<file path="src/twn_ram.sv">
// twn_ram: generic single-write, single-read memory with registered read data
// no dependencies
module twn_ram #(
  parameter int WIDTH = 8,
  parameter int DEPTH = 256
) (
  input  logic                     clk_i,
  input  logic                     we_i,
  input  logic [$clog2(DEPTH)-1:0] waddr_i,
  input  logic [WIDTH-1:0]         wdata_i,
  input  logic [$clog2(DEPTH)-1:0] raddr_i,
  output logic [WIDTH-1:0]         rdata_o
);

  logic [WIDTH-1:0] mem_q [DEPTH];
  logic [WIDTH-1:0] rdata_q;

  always_ff @(posedge clk_i) begin
    if (we_i) begin
      mem_q[waddr_i] <= wdata_i;
    end
    rdata_q <= mem_q[raddr_i];
  end

  assign rdata_o = rdata_q;

endmodule

</file>
<file path="config.mk">
export PLATFORM = sky130hd
export DESIGN_NAME = twn_ram
export DESIGN_NICKNAME = d
export VERILOG_FILES = /design/src/twn_ram.sv
export SDC_FILE = /design/constraint.sdc
export NUM_CORES = 2
export LEC_CHECK = 0
export ABC_AREA = 1
export BUFFER_PORTS_ARGS = -buffer_cell sky130_fd_sc_hd__buf_4
export CORE_MARGIN = 5
export CORE_UTILIZATION = 61
export CTS_CLUSTER_DIAMETER = 80
export DETAILED_ROUTE_END_ITERATION = 16
export GPL_ROUTABILITY_DRIVEN = 0
export PLACE_DENSITY = 0.74
export SLEW_MARGIN = 10
export SYNTH_ARGS = -nofsm -noshare
export SYNTH_HDL_FRONTEND = slang
export SYNTH_SLANG_ARGS = --single-unit
</file>
<file path="constraint.sdc">
create_clock -name clk_i -period 2.1 [get_ports clk_i]
set_input_delay 0.42 -clock clk_i [delete_from_list [all_inputs] [get_ports clk_i]]
set_output_delay 0.42 -clock clk_i [all_outputs]
set_load 0.01 [all_outputs]
</file>
# After elaboration in Yosys (flattened, before gate mapping)

Memory sizes are Yosys's and may differ from the RTL's. A register that Yosys moved wholly into a read port is not among the register bits.
Index checks and enable logic that the tools add are counted.

Multiplexer cells: 2

Operators with widths:

| kind             | count |
|---|---|
| 2-to-1 mux 1 bit | 2 |

Bits in writable memories: 2048
Output and inout port bits: 8
Memories: 1
Logic and storage cells: 3
Register bits after elaboration: 0

Memories:

| name  | depth | width | rd ports | clocked after Yosys merged registers in | wr ports | line | source |
|---|---|---|---|---|---|---|---|
| mem_q | 256   | 8     | 1        | 1                                       | 1        | 15   | `logic [WIDTH-1:0] mem_q [DEPTH];` |

# Depth between registers and ports, before layout

Word-level depth: 2
Depth in mapped cells: 15

# Least setup slack after synthesis

No wires, ideal clock.

Path kind: in2reg
Start: input we_i
End: memory mem_q[162][0], enable pin
Cell stages on the path: 4
Required time: 1730 ps
Path slack: 189 ps
Arrival time: 1541 ps
Setup time: 370 ps
Cell sequence: clkbuf_1 > nand3_1 > clkbuf_1 > nor2_1

Cells in the longest elaborated chain, start to end: 2

Ends and longest elaborated chain:

| element                                | line | source |
|---|---|---|
| start: declaration                     | 8    | `input logic we_i,` |
| 2-to-1 mux 1 bit                       | 19   | `if (we_i) begin` |
| 2-to-1 mux 1 bit (implied by the code) | 20   | `mem_q[waddr_i] <= wdata_i;` |
| end: declaration                       | 15   |  |

No other way between the ends.

==> flow_metrics.py <==
metrics = {
    "logic_synthesis": {
        "synth_mux_area_share_pct": 0,
        "synth_top_family_by_area": "simple AND/OR/NAND/NOR gates",
        "avgSynthCellArea_um2": 11.91,
        "synth-compound-area-share_pct": 0,
        "seq_area_frac_synth_pct": 73.94,
        "synthCells": 7003,
        "netlist.area_leader.share_pct": 73.74,
        "netlist_area_mm2": 0.08340,
        "synth_area_leaders": "edfxtp_1 (74%), nand3_1 (12%), nand2_1 (9.6%)",
        "synth_fa_ha_area_share_pct": 0,
        "synth_cell_types": 14,
        "synth-simple-area-share_pct": 22.95,
        "yosysWarnings": 0,
        "ys_ff_latch": 2056,
        "synth_xor_area_share_pct": 0,
        "yosys.area.top_type": "edfxtp_1",
        "syn_nets": 7029,
    },
    "worst_setup_path": {
        "slowest_stage": "nand3_1",
        "crit_type": "in -> reg",
        "crit_top_cell": "nand3_1",
        "cpLargestDelayFamily": "simple AND/OR/NAND/NOR gates",
        "worstSetupStartpoint": "raddr_i[0]",
        "crit_path_max_incr_delay_ns": 0.29,
        "crit_fanout": 37,
        "crit_arrival_ns": 2.83,
        "endpoint_kind": "flip-flop",
        "critPathBufInv": 5,
        "cp_data_required_time_ns": 2.87,
        "r2r-start": "mem_q[115][1]",
        "cp_cell_sequence": "buf_8 > inv_16 > buf_12 > buf_12 > buf_12 > nand2_1 > nand3_1 > nand3_1 > nand3_1 > nand3_1 > nand3_1 > nand3_1 > nand2_1 > nand2_1 > nand2_1",
        "start_kind": "input pin",
    },
    "cells_and_area": {
        "drive_above_1_share_pct": 13.05,
        "nets": 7462,
        "final_common_cell": "nand2_1",
        "final_area_mm2": 0.09666,
        "synthToLayoutAreaGrowth_pct": 15.90,
        "stdcell_count": 9377,
        "fillerInstances": 8818,
        "layout_common_cells": "nand2_1 (2,122), edfxtp_1 (2,048), nand3_1 (2,012)",
    },
    "floorplanning": {
        "die_h_um": 379.8,
        "ios": 34,
        "dieArea_mm2": 0.1442,
        "start_util_pct": 61.49,
        "fp.dieW_um": 379.8,
        "coreArea_mm2": 0.1356,
        "rows": 135,
    },
    "sta": {
        "setup_viol": 0,
        "drv_slew": 0,
        "slew_headroom_pct": 37.26,
        "max_freq_ghz": 0.4841,
        "hold-worst-slack_ns": 0.06453,
        "fin_crit_ns": 2.066,
        "hold_viol_final": 0,
        "final.setup.tns_ns": 0,
        "clock-skew-final_ns": 0.03505,
        "tightestPinTransition_ns": 0.9401,
        "post-route-period-util_pct": 98.36,
        "rsz0062_at_grt": "false",
    },
    "clocking": {
        "postCtsSetupRepairBufs": 0,
        "cts_htree_levels": 4,
        "cts_num_sinks": 2056,
        "clock_latency_ns": 0.84,
        "cts_tree": "done",
        "cts_inserted_buffers": 194,
        "clock-root-buffer": "clkbuf_16",
        "clock_path_buffers": 3,
        "clk_pin_slew_ns": 0.06,
    },
    "outcome": {
        "outcome": "complete, no violations",
    },
    "pwr": {
        "total_power_mw": 85.10,
        "powerDensity_mw_per_mm2": 880.5,
        "power.leakage_nw": 34.91,
        "ir_drop_mv": 0.7459,
    },
    "min_path": {
        "hp-start": "wdata_i[1]",
        "hold_class": "in -> reg",
    },
    "drt": {
        "dr.pass1.iters": 8,
        "postRouteAntennaNets": 0,
        "wl_per_cell_um": 24.90,
        "finalWirelength_um": 233500,
        "drc": 0,
        "dr_total_vias": 58610,
        "drt-initial-drc-count": 8735,
        "via_per_inst": 6.251,
    },
    "global_route": {
        "grt_antenna_before_repair": 9,
        "grt_pass1_vias": 56130,
        "grt_max_degree": 86,
        "grt_usage_pct": 31.81,
        "grt_overflow": 0,
        "grt_pass1_wl_um": 347600,
    },
    "placed_design": {
        "hpwlAfterDp_um": 143000,
        "dp_cells": 9013,
        "placed_area_mm2": 0.09036,
        "port_buffers": 33,
    },
    "flow_run": {
        "max_cap_violations": 0,
    },
}
synthesized netlist by cell type:
master,count
nand2_1,2123
edfxtp_1,2048
nand3_1,2019
nor2_1,283
buf_2,268
clkbuf_1,112
buf_4,46
buf_1,40
inv_1,36
buf_6,16
dfxtp_1,8
inv_2,2
buf_8,1
inv_4,1
timing repair:
item | in CTS | in global routing
hold endpoints to repair | 113 | 0
hold buffers | 6 | 0
endpoints found under the setup margin | 0 | 5
gates resized for setup | 0 | 13
registers in the layout, indices dropped and copies added (netlist names):
name / flops
mem_q: 2048
rdata_o: 8
power breakdown:
part,total [mW],internal (mW),leakage (nW),switching (mW)
Combinational,5.92,1.79,13.5,4.12
Clock,33.9,19.1,2.98,14.9
Sequential,45.3,45.2,18.5,0.0635
Total,85.1,66.1,34.9,19.0
worst reg2reg max path, stage by stage (launching register included):
cell and delay, ns:
edfxtp_1 0.37, nand2_1 0.13, nand3_1 0.10, nand3_1 0.12, nand3_1 0.12, nand3_1 0.19, nand3_1 0.22, nand3_1 0.32
nand2_1 0.10, nand2_1 0.07, nand2_1 0.06
routing by layer:
metal	track usage, %	wire, µm	up-vias
li1	-	-	25730
met1	43.54	84600	28180
met2	48.97	108400	4066
met3	7.829	30030	627
met4	14.49	10400	4
met5	0	23	-
final timing paths:
kind | endpoint | slack [ns] | cells after the start
setup / recovery | rdata_o[1] | 0.03 | 15
hold / removal | mem_q[146][1] | 0.06 | 1
setup reg to reg | rdata_o[1] | 0.19 | 10
hold reg to reg | rdata_o[7] | 0.98 | 10
final cells by class:
cell class | instances | area, µm² | area share, %
multi-input combinational | 4425 | 19180 | 19.84
clock inverter | 114 | 1005 | 1.039
tap | 1781 | 2228 | 2.305
antenna | 8 | 20.02 | 0.02071
inverter | 39 | 180.2 | 0.1864
sequential | 2056 | 61660 | 63.79
timing repair buffer | 720 | 7295 | 7.547
clock buffer | 234 | 5090 | 5.266
through the flow:
stage | utilization (%) | worst slack, ns
global route | 71.25 | 0.0009501
floorplan | - | 0.1885
detailed placement | 66.62 | -0.8464
CTS | 71.16 | 0.02241
finish | 71.26 | 0.03444
global placement | 66.62 | -0.8656
kinds of logic after synthesis:
family,after synthesis
buf+inv,522
flops,2056
simple gates,4425
No activity file was read; power rests on OpenSTA's default activity.
