## config.mk

```make
export PLATFORM = sky130hd
export DESIGN_NAME = twn_step
export DESIGN_NICKNAME = d
export VERILOG_FILES = /design/src/twn_pkg.sv /design/src/twn_step.sv
export SDC_FILE = /design/constraint.sdc
export NUM_CORES = 1
export LEC_CHECK = 0
export ABC_AREA = 1
export BUFFER_PORTS_ARGS = -buffer_cell sky130_fd_sc_hd__buf_4
export CAP_MARGIN = 20
export CORE_MARGIN = 1.5
export CORE_UTILIZATION = 50
export DETAILED_ROUTE_END_ITERATION = 8
export PLACE_DENSITY = 0.63
export RECOVER_POWER = 100
export SETUP_SLACK_MARGIN = 0.15
export SLEW_MARGIN = 5
export SYNTH_ARGS = -nofsm -noshare
export SYNTH_HDL_FRONTEND = slang
export SYNTH_SLANG_ARGS = --single-unit
export TNS_END_PERCENT = 30
```

## constraint.sdc

```tcl
create_clock -name clk_i -period 7.6 [get_ports clk_i]
set_clock_uncertainty 0.1 [all_clocks]
set_input_delay 0.38 -clock clk_i [delete_from_list [all_inputs] [get_ports clk_i]]
set_output_delay 0.38 -clock clk_i [all_outputs]
set_load 0.005 [all_outputs]
```

## src/twn_pkg.sv

```systemverilog
// twn_pkg: shared types, constants and codes of the tone, wave and noise mixer
// no dependencies; imported by twn_step, twn_seq and the top module
package twn_pkg;

  localparam int WAVE_DEPTH_DEF  = 4096;
  localparam int VOICE_COUNT_DEF = 4;
  localparam int TONE_COUNT_DEF  = 2;

  localparam int HZ_W     = 16;
  localparam int PHASE_W  = 32;
  localparam int POS_W    = 48;
  localparam int IDX_W    = 16;
  localparam int LIM_W    = 17;
  localparam int ADDR_W   = 12;
  localparam int BYTE_W   = 8;
  localparam int VOL_W    = 8;
  localparam int VOICE_W  = 26;
  localparam int LEN_W    = 13;
  localparam int SAMPLE_W = 16;
  localparam int NOISE_W  = 16;
  localparam int ACC_W    = 20;
  localparam int CFG_IDX_W = 4;

  // step = floor(hz * 2^32 / 48000) = (hz * STEP_K) >> 25, exact for 16-bit hz
  localparam int KP_W       = 21;
  localparam int STEP_SHIFT = 25;
  localparam logic [2*KP_W-1:0] STEP_K = 42'h2BB_0CF8_7D9D;

  localparam int TONE_AMP   = 4000;
  localparam int WAVE_BIAS  = 128;
  localparam int WAVE_GAIN  = 48;
  localparam int SIG_AMP    = 128;
  localparam int TRI_MID    = 256;
  localparam int TRI_TOP    = 383;
  localparam int SAMPLE_MAX = 32767;
  localparam int SAMPLE_MIN = -32768;
  localparam logic [NOISE_W-1:0] NOISE_TAPS  = 16'hB400;
  localparam logic [NOISE_W-1:0] NOISE_RESET = 16'h0001;

  localparam logic [1:0] FORM_TRI   = 2'd2;
  localparam logic [1:0] FORM_NOISE = 2'd3;

  localparam logic [CFG_IDX_W-1:0] CFG_TONE_A    = 4'd0;
  localparam logic [CFG_IDX_W-1:0] CFG_VOICE_A   = 4'd2;
  localparam logic [CFG_IDX_W-1:0] CFG_WAVE_RATE = 4'd6;
  localparam logic [CFG_IDX_W-1:0] CFG_WAVE_LEN  = 4'd7;
  localparam int CFG_TONE_REGS  = 2;
  localparam int CFG_VOICE_REGS = 4;

  typedef enum logic [1:0] {
    OP_TICK  = 2'd0,
    OP_WRITE = 2'd1,
    OP_START = 2'd2,
    OP_STOP  = 2'd3
  } op_e;

  typedef enum logic [2:0] {
    ST_IDLE,
    ST_LO,
    ST_HI,
    ST_ADD,
    ST_APPLY,
    ST_DONE
  } seq_state_e;

  typedef struct packed {
    logic idle;
    logic mul_lo;
    logic mul_hi;
    logic add;
    logic apply;
    logic done;
  } seq_ctrl_t;

endpackage

```

## src/twn_step.sv

```systemverilog
// twn_step: shared phase step unit, one 16x21 multiplier used twice per step
// depends on twn_pkg for widths, the step constant and the control struct
module twn_step
  import twn_pkg::*;
(
  input  logic               clk_i,
  input  seq_ctrl_t          ctrl_i,
  input  logic [HZ_W-1:0]    hz_i,
  output logic [PHASE_W-1:0] step_o
);

  localparam int PROD_W = HZ_W + KP_W;
  localparam int SUM_W  = PROD_W + KP_W;

  logic [KP_W-1:0]    kop;
  logic [PROD_W-1:0]  prod;
  logic [PROD_W-1:0]  lo_q;
  logic [PROD_W-1:0]  hi_q;
  logic [SUM_W-1:0]   sum;
  logic [PHASE_W-1:0] step_q;

  assign kop  = ctrl_i.mul_hi ? STEP_K[2*KP_W-1:KP_W] : STEP_K[KP_W-1:0];
  assign prod = PROD_W'(hz_i) * PROD_W'(kop);
  assign sum  = {hi_q, KP_W'(0)} + SUM_W'(lo_q);

  always_ff @(posedge clk_i) begin
    if (ctrl_i.mul_lo) begin
      lo_q <= prod;
    end
    if (ctrl_i.mul_hi) begin
      hi_q <= prod;
    end
    if (ctrl_i.add) begin
      step_q <= sum[STEP_SHIFT+PHASE_W-1:STEP_SHIFT];
    end
  end

  assign step_o = step_q;

endmodule

```

== Word-level counts from Yosys, hierarchy flattened ==
Index checks and enable logic that the tools add are counted.
Operators by class
  multiplexer cells: 1
  $add $sub $neg: 1
  multipliers: 1
Operators with widths (count)
  $add A57 B37 Y57: 1
  $mul A16 B21 Y37: 1
  $mux W20: 1
Storage, ports and cells
  input bits: 23
  output and inout port bits: 32
  register bits after elaboration: 105
  word-level logic and storage cells: 6

== Logic depth before layout (Yosys ltp) ==
  word-level depth: 2
  gate-level depth with buffers: 29
  gate-level depth less buffers: 28

== Worst setup path before layout ==
Ideal clock, no wire load.
  kind: input -> register
  from: input port ctrl_i[3] (netlist name)
  to: register hi_q[30] (data pin)
  library setup time: 0.256 ns
  data arrival time: 5.369 ns
  buffers on the path: 2
  cell stages on the path: 21
  required time: 7.244 ns
  slack: 1.875 ns
  cell sequence: clkbuf_1 > buf_2 > nor2_1 > inv_1 > fa_1 > inv_1 > fa_1 > fa_1 > fa_1 > inv_1 > fa_1 > fa_1 > inv_1 > ha_1 > nand2_1 > nor2_1 > inv_1 > nor4_2 > nand2_1 > nand3_1 > nand2_1
Between the ends
  longest elaborated chain between the ends: 2
RTL lines
  from (decl): RTL line twn_step.sv:7  | input seq_ctrl_t ctrl_i,
  $mux W20: RTL line twn_step.sv:22  | assign kop = ctrl_i.mul_hi ? STEP_K[2*KP_W-1:KP_W] : STEP_K[KP_W-1:0];
  $mul A16 B21 Y37: RTL line twn_step.sv:23  | assign prod = PROD_W'(hz_i) * PROD_W'(kop);
  via prod[30]: RTL line twn_step.sv:16  | logic [PROD_W-1:0] prod;
  to (signal assigned): RTL line twn_step.sv:31  | hi_q <= prod;
  to (decl): RTL line twn_step.sv:18  | logic [PROD_W-1:0] hi_q;
The timed path passes the listed nets, and every way through them passes these cells.
A chain may end at the register's enable or synchronous reset.

== Final worst setup path ==
  from: input port ctrl_i[3] (netlist name)
  to: register lo_q[35] (data pin)
Between the ends
  longest elaborated chain between the ends: 2
RTL lines
  $mux W20: RTL line twn_step.sv:22
  $mul A16 B21 Y37: RTL line twn_step.sv:23
  via prod[35]: RTL line twn_step.sv:16
  to (signal assigned): RTL line twn_step.sv:28  | lo_q <= prod;
  to (decl): RTL line twn_step.sv:17  | logic [PROD_W-1:0] lo_q;
The timed path passes the listed nets, and every way through them passes these cells.

==> reports/metrics.csv <==
metric,value,unit
final-max-slew-violation-count,33,
dieHeight,169,µm
final_nets,2064,
synth_edf_count,84,
dpl.hpwl,29.3,mm
cts_buffer_depth,2,
final_layout_size_suffix_gt1_frac,0.0505,
first_pass_iters,5,
cts_inserted_buffers,9,
final_common_cell,inv_1,
cts_root_buf,clkbuf_16,
io_pins,55,
cp_cell_sequence,"buf_4, nor2_1, inv_1, fa_1, inv_1, fa_1, fa_1, fa_1, fa_1, inv_1, fa_1, inv_1, ha_1, a21oi_1, o21ai_0, inv_1, nand2_1, a21oi_1, nand2_1, nand2_1, nand2_1",
final_area,14700,µm²
antenna_found_initial,0,
ant_nets,0,
core_area,27000,µm²
num-fill-cells,2571,
status,"complete, but fails checks",
place_area,14500,µm²
worst_setup_path_start_kind,primary input,
portBuffers,51,
worstPathMaxFanout,71,
routedWlPerCell,16.3,µm
ys_ff_latch,84,
required,7590,ps
netlist.area_leader.share,0.312,
tns,0,ps
synth.area.top_cells,"fa_1 (31%), edfxtp_1 (18%), ha_1 (15%)",
worstSetupEndpointType,flop,
synth_ff_type,edfxtp_1,
row_count,60,
viasPerCell,4.94,
synth_largest_area_cell,fa_1,
worst_ep_arrival_time,6250,ps
slowest_stage,buf_4,
critPathKind,in -> reg,
initial_core_util,0.509,
cts.clk_slew.worst_paths,70,ps
crit_top_cell,fa_1,
synth_area,13700,µm²
grt_pass1_wl,52.9,mm
final_cell_mix,"inv_1 (450), nand2_1 (353), fa_1 (214), ha_1 (168), nor2_1 (103)",
fin_crit_sh,0.824,
clock.fmax,0.160,GHz
clock-sinks,84,
hold_viol,0,
syn_avg_cell_area,8.52,µm²
hold_path.class,in -> reg,
r2r_slack,5190,ps
clk-insertion-delay-late,340,ps
drtIter0Drc,557,
cts_resized,0,
grt_usage,0.245,
fin_crit,6260,ps
synthCells,1610,
vias,9899,
routed_wl,32.7,mm
yosysSeqAreaShare,0.184,
setup_viol,0,
utilization,0.547,
tightest_slew,1540,ps
antenna_cells,0,
cts_hold_buf,0,
drv_cap,1,
grt_pass1_vias,10308,
slew_headroom,-0.0290,
yosys_warnings,0,
dieArea,28400,µm²
rsz0062_at_grt,false,
max_stage_delay,640,ps
synth.distinct_cells,35,
grt_max_degree,72,
dieWidth,169,µm
ys_async_sr_fraction,0,
area_growth,7.42,%
drc,0,
violations,"capacitance limit, slew limit",
cts-htree-levels,3,
gr-total-overflow,0,
place.gp.congestion,0.903,
cts_setup_buffers,0,
cts_tree,yes,
## Yosys cell counts (2+ instances only)
master	count
a21o_1	2
a21oi_1	53
and2_1	2
clkbuf_1	15
conb_1	2
edfxtp_1	84
fa_1	214
ha_1	168
inv_1	450
inv_2	4
nand2_1	344
nand2_2	13
nand3_1	49
nand3b_1	2
nand4_1	8
nor2_1	103
nor2_2	5
nor3_1	6
nor3_2	4
o21ai_0	30
o21ai_1	3
o21bai_1	2
or2_1	2
or2_2	3
xnor2_1	2
xor2_1	31
## critical path, delay by kind of cell
kind            cells  cell delay, ps
fa+ha+maj           7            3490
buf+inv             6            1140
simple gates        5             590
compound gates      3             580
## worst paths after layout
check                                from          to  depth (start not counted)
worst min-delay path              hz_i[0]     hi_q[0]                          1
worst max register to register   lo_q[32]  step_o[28]                          7
worst min register to register   hi_q[33]  step_o[29]                          2
worst max-delay path            ctrl_i[3]    lo_q[35]                         21
## through the flow
step | std cells | hold slack, ps | worst slack, ps
final | 2005 | 356 | 1340
after global routing | 2005 | 371 | 862
after CTS | 2005 | 193 | 1340
after detailed placement | 1989 | 456 | 997
after global placement | 1989 | 449 | 1030
after floorplan | 1613 | 379 | 1870
## sequential cells by signal, indices dropped and copies added, names as in the netlist
| signal | cells |
|---|---|
| hi_q | 36 |
| step_o | 32 |
| lo_q | 16 |
## cell type report
class	count	area, µm²	area share
Timing Repair Buffer	51	368	0.0250
Inverter	454	1700	0.116
Clock inverter	7	85.1	0.00577
Multi-Input combinational cell	1059	9410	0.638
Clock buffer	9	225	0.0153
Sequential cell	84	2520	0.171
Tap cell	341	427	0.0289
## logic make-up after synthesis
| kind of cell | share of synthesized area |
|---|---|
| flip-flops | 0.184 |
| AO/OA/AOI/OAI | 0.0355 |
| XOR/XNOR | 0.0211 |
| buffers and inverters | 0.129 |
| other | 0.000547 |
| AND/OR/NAND/NOR | 0.165 |
| adder cells (fa/ha/maj) | 0.465 |
## routing by layer
layer  track usage  vias up  wire length [µm]
met5             0        -                 0
met4        0.0928        0              1170
met3        0.0187       50               834
met2         0.453      198             16900
met1         0.299     4727             13800
li1              -     4924                 -
Power is left out: the tool's default activity adds up to more than one toggle a clock period on the data nets, which glitch-free logic cannot reach.
