$ cat src/twn_pkg.sv
// twn_pkg: shared types, constants and codes of the tone, wave and noise mixer
// no dependencies; imported by twn_step, twn_seq and the top module
package twn_pkg;

  localparam int WAVE_DEPTH_DEF  = 4096;
  localparam int VOICE_COUNT_DEF = 4;
  localparam int TONE_COUNT_DEF  = 2;

  localparam int HZ_W     = 16;
  localparam int PHASE_W  = 32;
  localparam int POS_W    = 48;
  localparam int IDX_W    = 16;
  localparam int LIM_W    = 17;
  localparam int ADDR_W   = 12;
  localparam int BYTE_W   = 8;
  localparam int VOL_W    = 8;
  localparam int VOICE_W  = 26;
  localparam int LEN_W    = 13;
  localparam int SAMPLE_W = 16;
  localparam int NOISE_W  = 16;
  localparam int ACC_W    = 20;
  localparam int CFG_IDX_W = 4;

  // step = floor(hz * 2^32 / 48000) = (hz * STEP_K) >> 25, exact for 16-bit hz
  localparam int KP_W       = 21;
  localparam int STEP_SHIFT = 25;
  localparam logic [2*KP_W-1:0] STEP_K = 42'h2BB_0CF8_7D9D;

  localparam int TONE_AMP   = 4000;
  localparam int WAVE_BIAS  = 128;
  localparam int WAVE_GAIN  = 48;
  localparam int SIG_AMP    = 128;
  localparam int TRI_MID    = 256;
  localparam int TRI_TOP    = 383;
  localparam int SAMPLE_MAX = 32767;
  localparam int SAMPLE_MIN = -32768;
  localparam logic [NOISE_W-1:0] NOISE_TAPS  = 16'hB400;
  localparam logic [NOISE_W-1:0] NOISE_RESET = 16'h0001;

  localparam logic [1:0] FORM_TRI   = 2'd2;
  localparam logic [1:0] FORM_NOISE = 2'd3;

  localparam logic [CFG_IDX_W-1:0] CFG_TONE_A    = 4'd0;
  localparam logic [CFG_IDX_W-1:0] CFG_VOICE_A   = 4'd2;
  localparam logic [CFG_IDX_W-1:0] CFG_WAVE_RATE = 4'd6;
  localparam logic [CFG_IDX_W-1:0] CFG_WAVE_LEN  = 4'd7;
  localparam int CFG_TONE_REGS  = 2;
  localparam int CFG_VOICE_REGS = 4;

  typedef enum logic [1:0] {
    OP_TICK  = 2'd0,
    OP_WRITE = 2'd1,
    OP_START = 2'd2,
    OP_STOP  = 2'd3
  } op_e;

  typedef enum logic [2:0] {
    ST_IDLE,
    ST_LO,
    ST_HI,
    ST_ADD,
    ST_APPLY,
    ST_DONE
  } seq_state_e;

  typedef struct packed {
    logic idle;
    logic mul_lo;
    logic mul_hi;
    logic add;
    logic apply;
    logic done;
  } seq_ctrl_t;

endpackage

$ cat src/twn_seq.sv
// twn_seq: sequencer that walks every source of a tick through the step unit
// depends on twn_pkg for the state enum and the control struct
module twn_seq
  import twn_pkg::*;
#(
  parameter int NSRC = TONE_COUNT_DEF + VOICE_COUNT_DEF + 1
) (
  input  logic                    clk_i,
  input  logic                    rst_ni,
  input  logic                    start_i,
  input  logic                    out_free_i,
  output seq_ctrl_t               ctrl_o,
  output logic [$clog2(NSRC)-1:0] src_o
);

  localparam int SRC_W = $clog2(NSRC);

  seq_state_e       state_q, state_d;
  logic [SRC_W-1:0] src_q, src_d;

  always_ff @(posedge clk_i or negedge rst_ni) begin
    if (!rst_ni) begin
      state_q <= ST_IDLE;
      src_q   <= '0;
    end else begin
      state_q <= state_d;
      src_q   <= src_d;
    end
  end

  always_comb begin
    state_d = state_q;
    src_d   = src_q;
    case (state_q)
      ST_IDLE: begin
        if (start_i) begin
          state_d = ST_LO;
          src_d   = '0;
        end
      end
      ST_LO:  state_d = ST_HI;
      ST_HI:  state_d = ST_ADD;
      ST_ADD: state_d = ST_APPLY;
      ST_APPLY: begin
        if (src_q == SRC_W'(NSRC - 1)) begin
          state_d = ST_DONE;
        end else begin
          state_d = ST_LO;
          src_d   = src_q + 1'b1;
        end
      end
      ST_DONE: begin
        if (out_free_i) begin
          state_d = ST_IDLE;
        end
      end
      default: state_d = ST_IDLE;
    endcase
  end

  always_comb begin
    ctrl_o = '0;
    case (state_q)
      ST_IDLE:  ctrl_o.idle   = 1'b1;
      ST_LO:    ctrl_o.mul_lo = 1'b1;
      ST_HI:    ctrl_o.mul_hi = 1'b1;
      ST_ADD:   ctrl_o.add    = 1'b1;
      ST_APPLY: ctrl_o.apply  = 1'b1;
      ST_DONE:  ctrl_o.done   = out_free_i;
      default:  ctrl_o = '0;
    endcase
  end

  assign src_o = src_q;

endmodule

$ cat config.mk
export PLATFORM = sky130hd
export DESIGN_NAME = twn_seq
export DESIGN_NICKNAME = d
export VERILOG_FILES = /design/src/twn_pkg.sv /design/src/twn_seq.sv
export SDC_FILE = /design/constraint.sdc
export NUM_CORES = 1
export LEC_CHECK = 0
export BUFFER_PORTS_ARGS = -buffer_cell sky130_fd_sc_hd__buf_4
export CAP_MARGIN = 25
export CORE_AREA = 2 2 39 41
export CTS_CLUSTER_SIZE = 25
export DETAILED_ROUTE_END_ITERATION = 8
export DIE_AREA = 0 0 41 43
export REMOVE_ABC_BUFFERS = 1
export SYNTH_ARGS = -nofsm -noshare
export SYNTH_HDL_FRONTEND = slang
export SYNTH_SLANG_ARGS = --single-unit
$ cat constraint.sdc
create_clock -name clk_i -period 1.23 [get_ports clk_i]
set_input_delay 0.0615 -clock clk_i [delete_from_list [all_inputs] [get_ports clk_i]]
set_output_delay 0.0615 -clock clk_i [all_outputs]
set_load 0.01 [all_outputs]
[Word-level counts from Yosys, hierarchy flattened]
Index checks and enable logic that the tools add are counted.
Operators by class
  $add $sub $neg: 1
  reductions and logical operators: 4
  equality and inequality tests: 9
  muxes and demuxes: 13
Operator list (number)
  $pmux 3 s6: 1
  $mux 3: 5
  $eq 3x3->1 const B: 3
  $eq 3x2->1 const B: 2
  $mux 1: 6
  $ne 2x2->1 const B: 3
  $pmux 3 s2: 1
  $add 3x1->3 const B: 1
  $eq 3x1->1 const B: 1
  $logic_not 3->1: 1
  $reduce_and 3->1: 1
  $reduce_and 2->1: 1
  $reduce_bool 2->1: 1
Word-level totals
  output and inout port bits: 9
  bits in registers: 6
  input bits: 4

[Depth between registers and ports, before layout]
  word-level depth: 3
  gate-level depth with buffers: 5
  depth with buffers taken out: 5

[Least setup slack after synthesis]
Ideal clock, no wire load.
  path type: register to register
  start: register state_q[0]
  end: register src_q[2] (netlist: src_o[2])
  period minus slack after synthesis: 1155 ps
  cell stages (with the launch flop): 5
  arrival: 1023 ps
  required time: 1098 ps
  slack: 75 ps
  path buffers: 1
  setup time: 132 ps
  cell sequence: dfrtp_1 -> buf_6 -> or3b_1 -> a21oi_1 -> a311oi_1
On the way
  word-level cells in the longest chain between the ends: 3
  elaborated cells on any way between the ends: 7
RTL lines
  start: declaration: line twn_seq.sv:18  | seq_state_e state_q, state_d;
  start signal: assignment: line twn_seq.sv:26  | state_q <= state_d;
  $eq 3x3->1 or $logic_not 3->1 (tied branches): line twn_seq.sv:34  | case (state_q)
  $ne 2x2->1 (no source line) or $reduce_bool 2->1 (tied branches)
  $reduce_and 3->1 (no source line)
  end signal: assignment: line twn_seq.sv:27  | src_q <= src_d;
  end: declaration: line twn_seq.sv:19  | logic [SRC_W-1:0] src_q, src_d;
Parallel ways exist; a longest one is shown, timed or not.
A chain may end at the register's enable or synchronous reset.

==> results.txt <==
Final GP Congestion: 0.784
Layout area overhead: 68.7%
Post-Place Worst Slack: 15.3 ps
Vias per cell: 5.08
Final nets: 77
Clock power frac: 0.103
Skew-Pair Late Insertion Delay: 250 ps
Avg WL per Cell: 13.1 µm
Yosys reg bits: 6
Total congestion overflow: 0
Max rail drop VDD: 0.00143 V
Initial core utilization: 0.288
NetSw: 0.735 mW
Synth Flop Type: dfrtp_1
Grt met3 use: 0.0785
LEAKAGE: 0.308 nW
Placed instance count: 73
Vias: 432
Post-synth top cells: dfrtp_1, nor2_1, nor3_1
Antenna cell count: 0
Setup-failing EPs final: 0
Syn_area_per_cell: 9.07 µm²
Synth Cell Area: 399 µm²
Synth top area share: 0.376
Antenna violations before repair: 0
M2 GR Usage: 0.247
Final period utilization: 0.995
Crit path capture type: output port
Clock skew: 4.13 ps
Area leader, netlist: dfrtp_1
Max frequency: 0.817 GHz
CTS root buf: clkbuf_4
Die width: 41 µm
Max-cap violations: 0
Routed WL: 1110 µm
CP Data Required Time: 1170 ps
Worst Path Max Fanout: 5
Most frequent cell after synthesis: dfrtp_1
Distinct cell type count after synthesis: 23
Synth Instances: 44
CTS tree: built
Layout cell share with drive strength beyond 1: 0.609
Boundary Pins: 13
Sequential share of power: 0.246
Ys async rst share: 1.00
Clk sinks: 6
Total number of yosys warnings: 0
Gr busiest metal: met2
Hold WC Path Type: in -> reg
Final Hold Fails: 0
Synth area leaders: dfrtp_1, ha_1, buf_6
Fillers: 152
TritonRoute pass-1 iters: 4
Sw Share: 0.411
Comb pwr share: 0.651
Global-route wire length before repair: 1780 µm
FP Rows: 14
H-tree levels: 1
GRT met1 Usage: 0.167
Num CTS Buffers: 3
Final HPWL from detailed placement: 663 µm
Sequential cell area fraction in the yosys report: 0.376
Post-route ant nets: 0
Die footprint: 1760 µm²
Power Internal: 1.05 mW
Hold depth: 3
Arr. time, crit path: 1160 ps
Min cycle time layout: 1220 ps
Worst Max-Slew Pin Slew: 285 ps
EDFF count, synth: 0
Status: complete, no violations
Die Ht: 43 µm
GRT Overall Usage: 0.156
Port buffer count: 12
Fin cells: 85
DRC: 0
Crit Path Class: reg -> out
Power per cell area: 2660 nW/µm²
Clk buf depth: 2
Final Max Slew Viols: 0
Worst setup margin: 5.70 ps
Core area: 1380 µm²
DRT iter0 DRCs: 4
Vias in the first global route: 399
Final hold slack: 130 ps
Slew HR: 0.810
Pin count of the biggest net entering global routing: 9
RSZ-0062 raised after global routing: yes
Crit path launch type: flop
Worst r2r path cells: 3
Clock transition at the registers of the reported paths: 40 ps
[path summary, 6_finish.rpt]
check | slack, ps | to | startpoint
max | 6 | ctrl_o[4] | state_q[1]
min | 130 | state_q[0] | out_free_i
max reg2reg | 40 | src_o[2] | state_q[0]
min reg2reg | 580 | src_o[0] | src_o[0]
max in group asynchronous | 950 | state_q[0] | rst_ni
min in group asynchronous | 150 | src_o[0] | rst_ni
[power groups by stage]
| stage | clock network [mW] | registers [mW] | logic, mW |
|---|---|---|---|
| 6_report | 0.185 | 0.439 | 1.16 |
| 3_5_place_dp | 0 | 0.440 | 0.732 |
| 5_1_grt | 0.202 | 0.460 | 1.27 |
| 2_1_floorplan | 0 | 0.457 | 0.339 |
| 4_1_cts | 0.188 | 0.427 | 0.989 |
| 3_3_place_gp | 0 | 0.440 | 0.733 |
[logic make-up after synthesis]
group	after synthesis	share of synthesized area
and+or+nand+nor	23	0.323
AOI/OAI and AO/OA	8	0.144
DFF	6	0.376
buffers and inverters	5	0.0940
adders and majority gates	2	0.0627
[registers in the layout (all words and copies together) (netlist names)]
name / flops
src_o: 3
state_q: 3
[repair_timing]
action / CTS / global route
endpoints found under the hold margin: 6 / 0
gates cloned: 0 / 0
pin swaps: 1 / 3
gates resized for setup: 9 / 11
setup endpoints to repair: 6 / 7
buffers inserted: 6 / 2
hold buffers: 1 / 0
[metal layers]
layer	vias to the layer above	wire length [µm]
met3	2	77
met2	19	583
met4	0	14
met1	197	438
met5	-	0
li1	214	-
[final cells by class]
cell class / count / area, µm² / share of cell area
multi-input combinational: 33 / 258 / 0.383
timing repair buffer: 25 / 205 / 0.305
sequential: 6 / 155 / 0.230
clock buffer: 3 / 22.5 / 0.0335
tap: 16 / 20.0 / 0.0297
inverter: 2 / 12.5 / 0.0186
[metrics by stage]
step	utilization	instance area (µm²)	total power, mW	setup TNS (ps)
2_1_floorplan	-	369	0.796	0
3_3_place_gp	0.368	509	1.17	0
3_5_place_dp	0.368	509	1.17	0
4_1_cts	0.447	618	1.60	-5.32
5_1_grt	0.486	673	1.93	-158
6_report	0.486	673	1.79	0
[layout by cell type, fill, tap and decap left out, types with 2 or more instances in the layout]
| cell | synthesis | routed |
|---|---|---|
| clkbuf_4 | 0 | 3 |
| o31ai_1 | 2 | 2 |
| dfrtp_2 | 0 | 4 |
| nand2_1 | 3 | 3 |
| buf_6 | 2 | 4 |
| nand3_1 | 2 | 2 |
| nand4_1 | 3 | 3 |
| buf_4 | 1 | 20 |
| nor2_1 | 4 | 3 |
| dfrtp_1 | 6 | 2 |
| nor3_2 | 0 | 2 |
[worst max-delay path, cell delays in order, from the launching register on]
cell and delay (ps):
dfrtp_2 450, buf_6 150, nor3_4 190, buf_6 120
Note: power is estimated with default switching activity, not from simulation.
